[config.mk]
export PLATFORM = sky130hd
export DESIGN_NAME = sensor_measurement_frame_decoder_core
export DESIGN_NICKNAME = d
export VERILOG_FILES = /design/src/hw/rtl/smfd_pkg.sv /design/src/hw/rtl/smfd_frame_track.sv /design/src/hw/rtl/smfd_result.sv /design/src/hw/rtl/sensor_measurement_frame_decoder_core.sv
export SDC_FILE = /design/constraint.sdc
export NUM_CORES = 1
export LEC_CHECK = 0
export BUFFER_PORTS_ARGS = -buffer_cell sky130_fd_sc_hd__buf_2
export CELL_PAD_IN_SITES_DETAIL_PLACEMENT = 0
export CELL_PAD_IN_SITES_GLOBAL_PLACEMENT = 1
export CORE_MARGIN = 10
export CORE_UTILIZATION = 53
export CTS_BUF_LIST = sky130_fd_sc_hd__clkbuf_4 sky130_fd_sc_hd__clkbuf_8 sky130_fd_sc_hd__clkbuf_16
export DETAILED_ROUTE_END_ITERATION = 6
export PLACE_DENSITY = 0.89
export SYNTH_ARGS = -nofsm -noshare
export SYNTH_HDL_FRONTEND = slang
export SYNTH_SLANG_ARGS = --single-unit
[constraint.sdc]
create_clock -name clk -period 25.8 [get_ports clk]
set_input_delay 5.16 -clock clk [delete_from_list [all_inputs] [get_ports clk]]
set_output_delay 5.16 -clock clk [all_outputs]
set_load 0.03 [all_outputs]
[src/hw/rtl/smfd_pkg.sv]
// Shared types, constants and the CRC-8 step function for the measurement frame decoder.
// No dependencies; imported by every module of the decoder.
`default_nettype none

package smfd_pkg;

  localparam logic [7:0]  CRC_POLY        = 8'h31;
  localparam logic [7:0]  CRC_INIT        = 8'hFF;
  localparam logic [15:0] CO2_LIMIT_RESET = 16'd5000;

  localparam logic [3:0]  FRAME_LAST  = 4'd8;
  localparam logic [3:0]  POS_CO2_LO  = 4'd1;
  localparam logic [3:0]  POS_TEMP_LO = 4'd4;

  localparam logic [10:0] TEMP_SCALE  = 11'd1750;
  localparam logic [11:0] TEMP_OFFSET = 12'd450;
  localparam logic [6:0]  HUM_SCALE   = 7'd100;
  localparam logic [16:0] WORD_MAX    = 17'd65535;

  typedef enum logic [1:0] {
    STATUS_OK  = 2'd0,
    STATUS_CRC = 2'd1,
    STATUS_CO2 = 2'd2
  } status_t;

  typedef struct packed {
    logic [15:0] co2_word;
    logic [15:0] raw_temperature;
    logic [15:0] raw_humidity;
    logic        crc_failed;
  } frame_t;

  function automatic logic [7:0] crc8_update(input logic [7:0] crc, input logic [7:0] data);
    logic [7:0] c;
    c = crc ^ data;
    for (int b = 0; b < 8; b++) begin
      if (c[7]) begin
        c = {c[6:0], 1'b0} ^ CRC_POLY;
      end else begin
        c = {c[6:0], 1'b0};
      end
    end
    return c;
  endfunction

endpackage

`default_nettype wire

[src/hw/rtl/smfd_frame_track.sv]
// Byte position tracking, per-word CRC check and word assembly for one nine-byte frame.
// Depends on smfd_pkg for the CRC function, positions and the frame_t summary.
`default_nettype none

module smfd_frame_track import smfd_pkg::*; (
  input  wire logic       clk,
  input  wire logic       rst,
  input  wire logic       accept,
  input  wire logic [7:0] rx_byte,
  input  wire logic       frame_start,
  output logic            at_last,
  output logic            done,
  output frame_t          frame
);

  logic [3:0]  byte_position, byte_position_next;
  logic [7:0]  running_crc, running_crc_next;
  logic [7:0]  high_byte_hold, high_byte_hold_next;
  logic [15:0] co2_word, co2_word_next;
  logic [15:0] raw_temperature, raw_temperature_next;
  logic [15:0] raw_humidity, raw_humidity_next;
  logic        crc_failed, crc_failed_next;

  logic [3:0]  pos;
  logic        fail_base;
  logic        fail_now;
  logic [15:0] word;

  assign at_last = (byte_position == FRAME_LAST);

  always_comb begin
    pos = (frame_start || byte_position > FRAME_LAST) ? 4'd0 : byte_position;
    fail_base = (pos == 4'd0) ? 1'b0 : crc_failed;
    fail_now = 1'b0;
    word = {high_byte_hold, rx_byte};
    running_crc_next = running_crc;
    high_byte_hold_next = high_byte_hold;
    co2_word_next = co2_word;
    raw_temperature_next = raw_temperature;
    raw_humidity_next = raw_humidity;
    case (pos) inside
      4'd0, 4'd3, 4'd6: begin
        running_crc_next = crc8_update(CRC_INIT, rx_byte);
        high_byte_hold_next = rx_byte;
      end
      4'd1, 4'd4, 4'd7: begin
        running_crc_next = crc8_update(running_crc, rx_byte);
        if (pos == POS_CO2_LO) begin
          co2_word_next = word;
        end else if (pos == POS_TEMP_LO) begin
          raw_temperature_next = word;
        end else begin
          raw_humidity_next = word;
        end
      end
      default: begin
        fail_now = (running_crc != rx_byte);
        running_crc_next = CRC_INIT;
      end
    endcase
    if (pos < FRAME_LAST) begin
      byte_position_next = pos + 4'd1;
      crc_failed_next = fail_base | fail_now;
    end else begin
      byte_position_next = 4'd0;
      crc_failed_next = 1'b0;
    end
  end

  // The last byte only checks a CRC, so all three words are already registered.
  assign done = accept && (pos == FRAME_LAST);
  assign frame.co2_word = co2_word;
  assign frame.raw_temperature = raw_temperature;
  assign frame.raw_humidity = raw_humidity;
  assign frame.crc_failed = fail_base | fail_now;

  always_ff @(posedge clk) begin
    if (rst) begin
      byte_position <= 4'd0;
      running_crc <= CRC_INIT;
      high_byte_hold <= 8'd0;
      co2_word <= 16'd0;
      raw_temperature <= 16'd0;
      raw_humidity <= 16'd0;
      crc_failed <= 1'b0;
    end else if (accept) begin
      byte_position <= byte_position_next;
      running_crc <= running_crc_next;
      high_byte_hold <= high_byte_hold_next;
      co2_word <= co2_word_next;
      raw_temperature <= raw_temperature_next;
      raw_humidity <= raw_humidity_next;
      crc_failed <= crc_failed_next;
    end
  end

endmodule

`default_nettype wire

[src/hw/rtl/smfd_result.sv]
// Unit conversion, plausibility status and the result output register.
// Depends on smfd_pkg for scale constants, status_t and frame_t.
`default_nettype none

module smfd_result import smfd_pkg::*; (
  input  wire logic        clk,
  input  wire logic        rst,
  input  wire logic        load,
  input  wire frame_t      frame,
  input  wire logic [15:0] co2_limit,
  input  wire logic        out_ready,
  output logic             out_valid,
  output logic [15:0]      co2_ppm,
  output logic [11:0]      temp_tenths_c,
  output logic [6:0]       humidity_pct,
  output status_t          status
);

  logic [26:0] t_prod;
  logic [10:0] t_q0;
  logic [16:0] t_rem;
  logic [10:0] t_quot;
  logic [22:0] h_prod;
  logic [6:0]  h_q0;
  logic [16:0] h_rem;
  logic [6:0]  h_quot;
  logic [11:0] temp_value;
  status_t     status_value;

  // Division by 65535: x = q0 * 65535 + (low16 + q0), and that remainder stays
  // below twice the divisor, so one compare corrects the quotient.
  always_comb begin
    t_prod = 27'(frame.raw_temperature) * 27'(TEMP_SCALE);
    t_q0 = t_prod[26:16];
    t_rem = {1'b0, t_prod[15:0]} + 17'(t_q0);
    t_quot = t_q0 + ((t_rem >= WORD_MAX) ? 11'd1 : 11'd0);
    temp_value = 12'(t_quot) - TEMP_OFFSET;

    h_prod = 23'(frame.raw_humidity) * 23'(HUM_SCALE);
    h_q0 = h_prod[22:16];
    h_rem = {1'b0, h_prod[15:0]} + 17'(h_q0);
    h_quot = h_q0 + ((h_rem >= WORD_MAX) ? 7'd1 : 7'd0);

    if (frame.crc_failed) begin
      status_value = STATUS_CRC;
    end else if (frame.co2_word == 16'd0 || frame.co2_word > co2_limit) begin
      status_value = STATUS_CO2;
    end else begin
      status_value = STATUS_OK;
    end
  end

  always_ff @(posedge clk) begin
    if (rst) begin
      out_valid <= 1'b0;
    end else if (load) begin
      out_valid <= 1'b1;
    end else if (out_ready) begin
      out_valid <= 1'b0;
    end
  end

  always_ff @(posedge clk) begin
    if (load) begin
      status <= status_value;
      if (frame.crc_failed) begin
        co2_ppm <= 16'd0;
        temp_tenths_c <= 12'd0;
        humidity_pct <= 7'd0;
      end else begin
        co2_ppm <= frame.co2_word;
        temp_tenths_c <= temp_value;
        humidity_pct <= h_quot;
      end
    end
  end

endmodule

`default_nettype wire

[src/hw/rtl/sensor_measurement_frame_decoder_core.sv]
// Top level of the measurement frame decoder: configuration register and channel handshakes.
// Depends on smfd_pkg, smfd_frame_track and smfd_result.
//
//   channel   direction  handshake            payload
//   in        input      in_valid/in_ready    rx_byte, frame_start
//   out       output     out_valid/out_ready  co2_ppm, temp_tenths_c, humidity_pct, status
//   cfg       input      cfg_valid/cfg_ready  cfg_data (co2_upper_limit)
//
// One byte is accepted per cycle while in_ready is high. The ninth byte of a frame loads
// the result register, which shows the result in the cycle after that byte is accepted.
// Reset clears the frame position, reinitialises the CRC and sets the CO2 limit to 5000 ppm.
// While a result waits, bytes other than the last of a frame are still accepted; the
// last byte waits until the result register is free or being emptied.
`default_nettype none

module sensor_measurement_frame_decoder_core import smfd_pkg::*; (
  input  wire logic        clk,
  input  wire logic        rst,
  input  wire logic        in_valid,
  output logic             in_ready,
  input  wire logic [7:0]  rx_byte,
  input  wire logic        frame_start,
  output logic             out_valid,
  input  wire logic        out_ready,
  output logic [15:0]      co2_ppm,
  output logic signed [11:0] temp_tenths_c,
  output logic [6:0]       humidity_pct,
  output logic [1:0]       status,
  input  wire logic        cfg_valid,
  output logic             cfg_ready,
  input  wire logic [15:0] cfg_data
);

  logic [15:0] co2_upper_limit;
  logic        accept;
  logic        at_last;
  logic        done;
  frame_t      frame;
  logic [11:0] temp_bits;
  status_t     status_value;

  assign cfg_ready = 1'b1;
  assign in_ready = !out_valid || out_ready || !at_last;
  assign accept = in_valid && in_ready;
  assign temp_tenths_c = signed'(temp_bits);
  assign status = status_value;

  always_ff @(posedge clk) begin
    if (rst) begin
      co2_upper_limit <= CO2_LIMIT_RESET;
    end else if (cfg_valid) begin
      co2_upper_limit <= cfg_data;
    end
  end

  smfd_frame_track u_track (
    .clk         (clk),
    .rst         (rst),
    .accept      (accept),
    .rx_byte     (rx_byte),
    .frame_start (frame_start),
    .at_last     (at_last),
    .done        (done),
    .frame       (frame)
  );

  smfd_result u_result (
    .clk           (clk),
    .rst           (rst),
    .load          (done),
    .frame         (frame),
    .co2_limit     (co2_upper_limit),
    .out_ready     (out_ready),
    .out_valid     (out_valid),
    .co2_ppm       (co2_ppm),
    .temp_tenths_c (temp_bits),
    .humidity_pct  (humidity_pct),
    .status        (status_value)
  );

endmodule

`default_nettype wire
* Word-level counts from Yosys, hierarchy flattened
Cells that the tools add are included.
** Storage, ports and cells
- Bits in registers :: 123
- Input port bits :: 30
- Output and inout port bits :: 40
- Word-level logic and storage cells :: 123
** Operators by class
- Add/subtract/negate cells :: 6
- Multiply operators :: 2
- $lt $le $gt $ge :: 5
- Equality and inequality tests :: 8
- Mux-type cells :: 50
- Bitwise operators :: 22
- Reduce and logical (&&, ||, !) cells :: 17
** Operator list (count)
- $mux W8 :: 23
- $mux W6 :: 16
- $not A3 Y3 :: 16
- $ge A17 B16 Y1 const B :: 2
- $mul A16 B10 Y26 const B :: 1
- $mul A16 B5 Y21 const B :: 1
- $add A16 B11 Y17 :: 1
- $add A16 B7 Y17 :: 1
- $gt A16 B16 Y1 :: 1
- $logic_not A16 Y1 :: 1
- $eq A4 B3 Y1 const B :: 3
- $sub A11 B9 Y12 const B :: 1
- $add A11 B11 Y11 :: 1
- $reduce_and A5 Y1 :: 2
- $eq A4 B4 Y1 const B :: 2
- $mux W1 :: 8
- $mux W4 :: 2
- $ne A8 B8 Y1 :: 1
- $not A8 Y8 :: 1
- $xor A8 B8 Y8 :: 1
- $add A7 B7 Y7 :: 1
- $reduce_or A3 Y1 :: 2
- $add A4 B1 Y4 const B :: 1
- $eq A4 B1 Y1 const B :: 1
- other kinds (13) :: 20

* Longest topological paths before layout
- Depth in word-level cells :: 35
- Gate-level depth with buffers :: 39
- Depth with buffers taken out :: 38

* By module
Synthesis repeated with hierarchy kept, for this count alone.
** Unflattened totals
- Cells, all modules :: 1354
- Area total of the unflattened synthesis :: 12403.1 um^2
** Modules (own cells, without submodules)
- smfd_result :: instances 1, cells each 967, area an instance 8630.8 um^2, seq. area each 1131.1 um^2
- smfd_frame_track :: instances 1, cells each 331, area an instance 3153.0 um^2, seq. area each 1381.3 um^2
- sensor_measurement_frame_decoder_core :: instances 1, cells each 56, area an instance 619.3 um^2, seq. area each 320.3 um^2

* Worst setup path after synthesis
OpenSTA, ideal clock, no wires.
- Path kind :: input to output
- From :: input out_ready
- To :: output in_ready
- Arrival time :: 5504 ps
- Required time :: 20640 ps
- Setup slack :: 15136 ps
- Stages :: 2
- Buffers on the path :: 0
- Cell sequence :: nor2b_1 > nand2_1
** On the way
- Cells in the longest elaborated chain, start to end :: 2
** Ends and longest elaborated chain
- start, declared :: RTL line sensor_measurement_frame_decoder_core.sv:24 : input wire logic out_ready,
- $logic_or A1 B1 Y1 (2 in a row) :: RTL line sensor_measurement_frame_decoder_core.sv:43 : assign in_ready = !out_valid || out_ready || !at_last;
- end, declared :: RTL line sensor_measurement_frame_decoder_core.sv:20 : output logic in_ready,
No other way between the ends.

* Worst setup path after layout
Ends and elaborated chain as after synthesis.

==> impl_metrics.py <==
metrics = {
    "route": {
        "drtAntennaViolNets": 0,
        "wl_met1_microns": 12440,
        "highest_layer": "met4",
        "wl_microns": 27590,
        "wire_per_inst_microns": 16.13,
        "dr_wl_met3_microns": 906,
        "met2_length_microns": 13620,
        "drcViolationCount": 0,
        "first_pass_iters": 5,
        "drtIter0Drc": 551,
        "dr_total_vias": 9408,
        "via_per_inst": 5.502,
    },
    "pwr": {
        "powerDensity_nw_per_um2": 35.98,
        "peakVddDrop_uv": 37.44,
        "power_uw": 481.9,
        "leakagePower_nw": 6.853,
    },
    "placement": {
        "place_hpwl_microns": 22070,
        "gp_congestion": 0.8861,
        "port_buffers": 68,
    },
    "worst_setup_path": {
        "r2r_setup_slack_ps": 16540,
        "r2r_cells": 36,
        "path_cells": "buf_2 > nor2b_1 > nand2_1 > buf_2",
        "cpPeakStageDelay_ps": 200,
        "cp_max_fo": 3,
        "r2r-start": "u_track.raw_temperature[0]$_SDFFE_PP0P_",
        "r2r_end": "u_result.temp_tenths_c[10]$_SDFFCE_PP0P_",
        "critPathCaptureType": "output pin",
        "worst_path_max_delay_cell": "buf_2",
        "cp_top_family": "buffers and inverters",
        "worst-path-buf-inv": 2,
        "critPathRequiredTime_ps": 20640,
        "path_class": "in -> out",
        "cpMostUsedCell": "buf_2",
        "cp-start-kind": "primary input",
        "worstPathArrival_ps": 5750,
    },
    "final_layout": {
        "final_layout_size_suffix_gt1_frac": 0.1025,
        "final_cell_mix": "inv_1, ha_1, nor2_1",
        "nets": 1696,
        "syn2layout_area_growth_pct": 9.750,
        "final_common_cell": "inv_1",
        "fill_cells": 1990,
        "final_util": 0.5915,
        "n_antenna_cell": 0,
    },
    "grt": {
        "grt-ovfl-total": 0,
        "grt_use_total": 0.1920,
        "antenna_found_initial": 0,
        "first_global_vias": 9555,
        "grt_max_degree": 74,
        "grt_pass1_wl_microns": 46110,
    },
    "floorplanning": {
        "die_x_microns": 171.7,
        "core-area_sq_um": 22640,
        "core.rowCount": 55,
        "die_height_microns": 171.7,
        "fp.dieArea_sq_um": 29490,
        "initial_utilization": 0.5390,
        "io-pin-count": 70,
    },
    "clock_tree": {
        "cts_setup_buffers": 0,
        "cts_hold_buf": 0,
        "cts_tree": "done",
        "cts_max_level": 4,
        "cts_buffers": 17,
        "post_cts_resize_count": 0,
        "cts_buffer_depth": 2,
        "ctsRootBufferMaster": "clkbuf_16",
        "numClockSinks": 123,
        "clock_latency_ps": 430,
        "clk_pin_slew_ps": 70,
    },
    "synth": {
        "synth_edf_count": 37,
        "syn_nets": 1641,
        "synthFlopType": "dfxtp_1",
        "synth_area_per_cell_sq_um": 8.993,
        "synth_area_sq_um": 12200,
        "yosysSeqAreaShare": 0.2321,
        "async_reset_ff_frac": 0,
        "ys_warn_count": 0,
        "synth_seq_cells": 123,
        "synth_cell_type_count": 92,
        "synthCells": 1357,
    },
    "sta": {
        "max_freq_ghz": 0.09165,
        "slew_violations": 0,
        "hold_viol": 0,
        "finalCriticalPeriod_ps": 10910,
        "fin_skew_ps": 17.42,
        "worst_pin_slew_ps": 1215,
        "fin_crit_sh": 0.4229,
        "setup_tns_ps": 0,
        "max_slew_margin": 0.1883,
        "setup_violations": 0,
        "rsz0062_at_grt": "no",
    },
    "hold_path": {
        "hp-start": "u_track.crc_failed$_SDFFE_PP0P_",
        "min_path_cells": 2,
        "holdPathEnd": "u_track.crc_failed$_SDFFE_PP0P_",
        "hold_class": "reg -> reg",
    },
    "flow_run": {
        "maxCapViolCount": 0,
    },
    "status": {
        "outcome": "finished, final reports clean",
    },
}
[flip-flops by register name, summed over array words and instances, names as in the netlist, 4 cells and up]
signal,flops
u_track.high_byte_hold,8
co2_upper_limit,16
u_track.byte_position,4
u_track.co2_word,16
u_result.co2_ppm,16
u_result.humidity_pct,7
u_track.running_crc,8
u_track.raw_temperature,16
u_result.temp_tenths_c,12
u_track.raw_humidity,16
[power breakdown]
part,internal [mW],switching [mW]
Sequential,0.202,0.00344
Combinational,0.0165,0.0232
Clock,0.134,0.102
Total,0.353,0.129
[cell usage after synthesis, types with 18 or more instances]
cell type | instances | share of area
nor3_1 | 22 | 0.0090
fa_1 | 70 | 0.11
a21o_1 | 18 | 0.011
edfxtp_1 | 37 | 0.091
xnor2_1 | 53 | 0.038
nor2_1 | 102 | 0.031
and3_1 | 23 | 0.012
inv_1 | 219 | 0.067
dfxtp_1 | 86 | 0.14
clkbuf_1 | 31 | 0.0095
nand2_1 | 99 | 0.030
mux2i_1 | 45 | 0.037
a21oi_1 | 83 | 0.034
xor2_1 | 41 | 0.029
ha_1 | 184 | 0.19
[worst register-to-register path: cells and delay by family, from the launching register on]
kind	cells	cell delay, ps
fa+ha+maj	9	3200
compound gates	11	2550
simple gates	8	1280
xor+xnor	3	810
flops	1	570
mux	1	340
buf+inv	4	340
[cells by family (layout without fill, tap and decap cells)]
logic type	Yosys count	count (layout)	synth area share
and+or+nand+nor	344	344	0.1370
buffers and inverters	260	328	0.08233
adders and majority gates	254	254	0.3035
AOI/OAI and AO/OA	230	230	0.1323
DFF	123	123	0.2321
xor gates and xnor gates	99	99	0.07464
muxes	46	46	0.03783
other	1	1	0.0003073
[worst max-delay path by stage]
stage | slack [ps] | to | cells past startpoint | startpoint
after floorplan | 15140 | in_ready | 2 | out_ready
after global placement | 14880 | in_ready | 4 | out_ready
after detailed placement | 14870 | in_ready | 4 | out_ready
after CTS | 14860 | in_ready | 4 | out_ready
after global routing | 14810 | in_ready | 4 | out_ready
final | 14890 | in_ready | 4 | out_ready
[routing by layer]
metal | vias to the layer above | track usage
met5 | - | 0
met4 | 0 | 0.06634
li1 | 4707 | -
met1 | 4496 | 0.2391
met2 | 162 | 0.3301
met3 | 43 | 0.03003
[area by class of cell]
class,instances,area (sq um),share of cell area
sequential,123,2833,0.2115
clock buffer,18,450.4,0.03363
timing repair buffer,76,400.4,0.02990
tap,285,356.6,0.02663
clock inverter,14,138.9,0.01037
inverter,220,825.8,0.06166
multi-input combinational,974,8388,0.6263
[stage by stage]
step | worst slack (ps) | std cells | area (sq um) | hold WS, ps
after floorplan | 15140 | 1357 | 12200 | 449.5
after global placement | 14880 | 1678 | 12800 | 464.2
after detailed placement | 14870 | 1678 | 12800 | 475.5
after CTS | 14860 | 1710 | 13390 | 492.1
after global routing | 14810 | 1710 | 13390 | 522.5
final | 14890 | 1710 | 13390 | 486.9
Power figures use the tool's default switching activity.
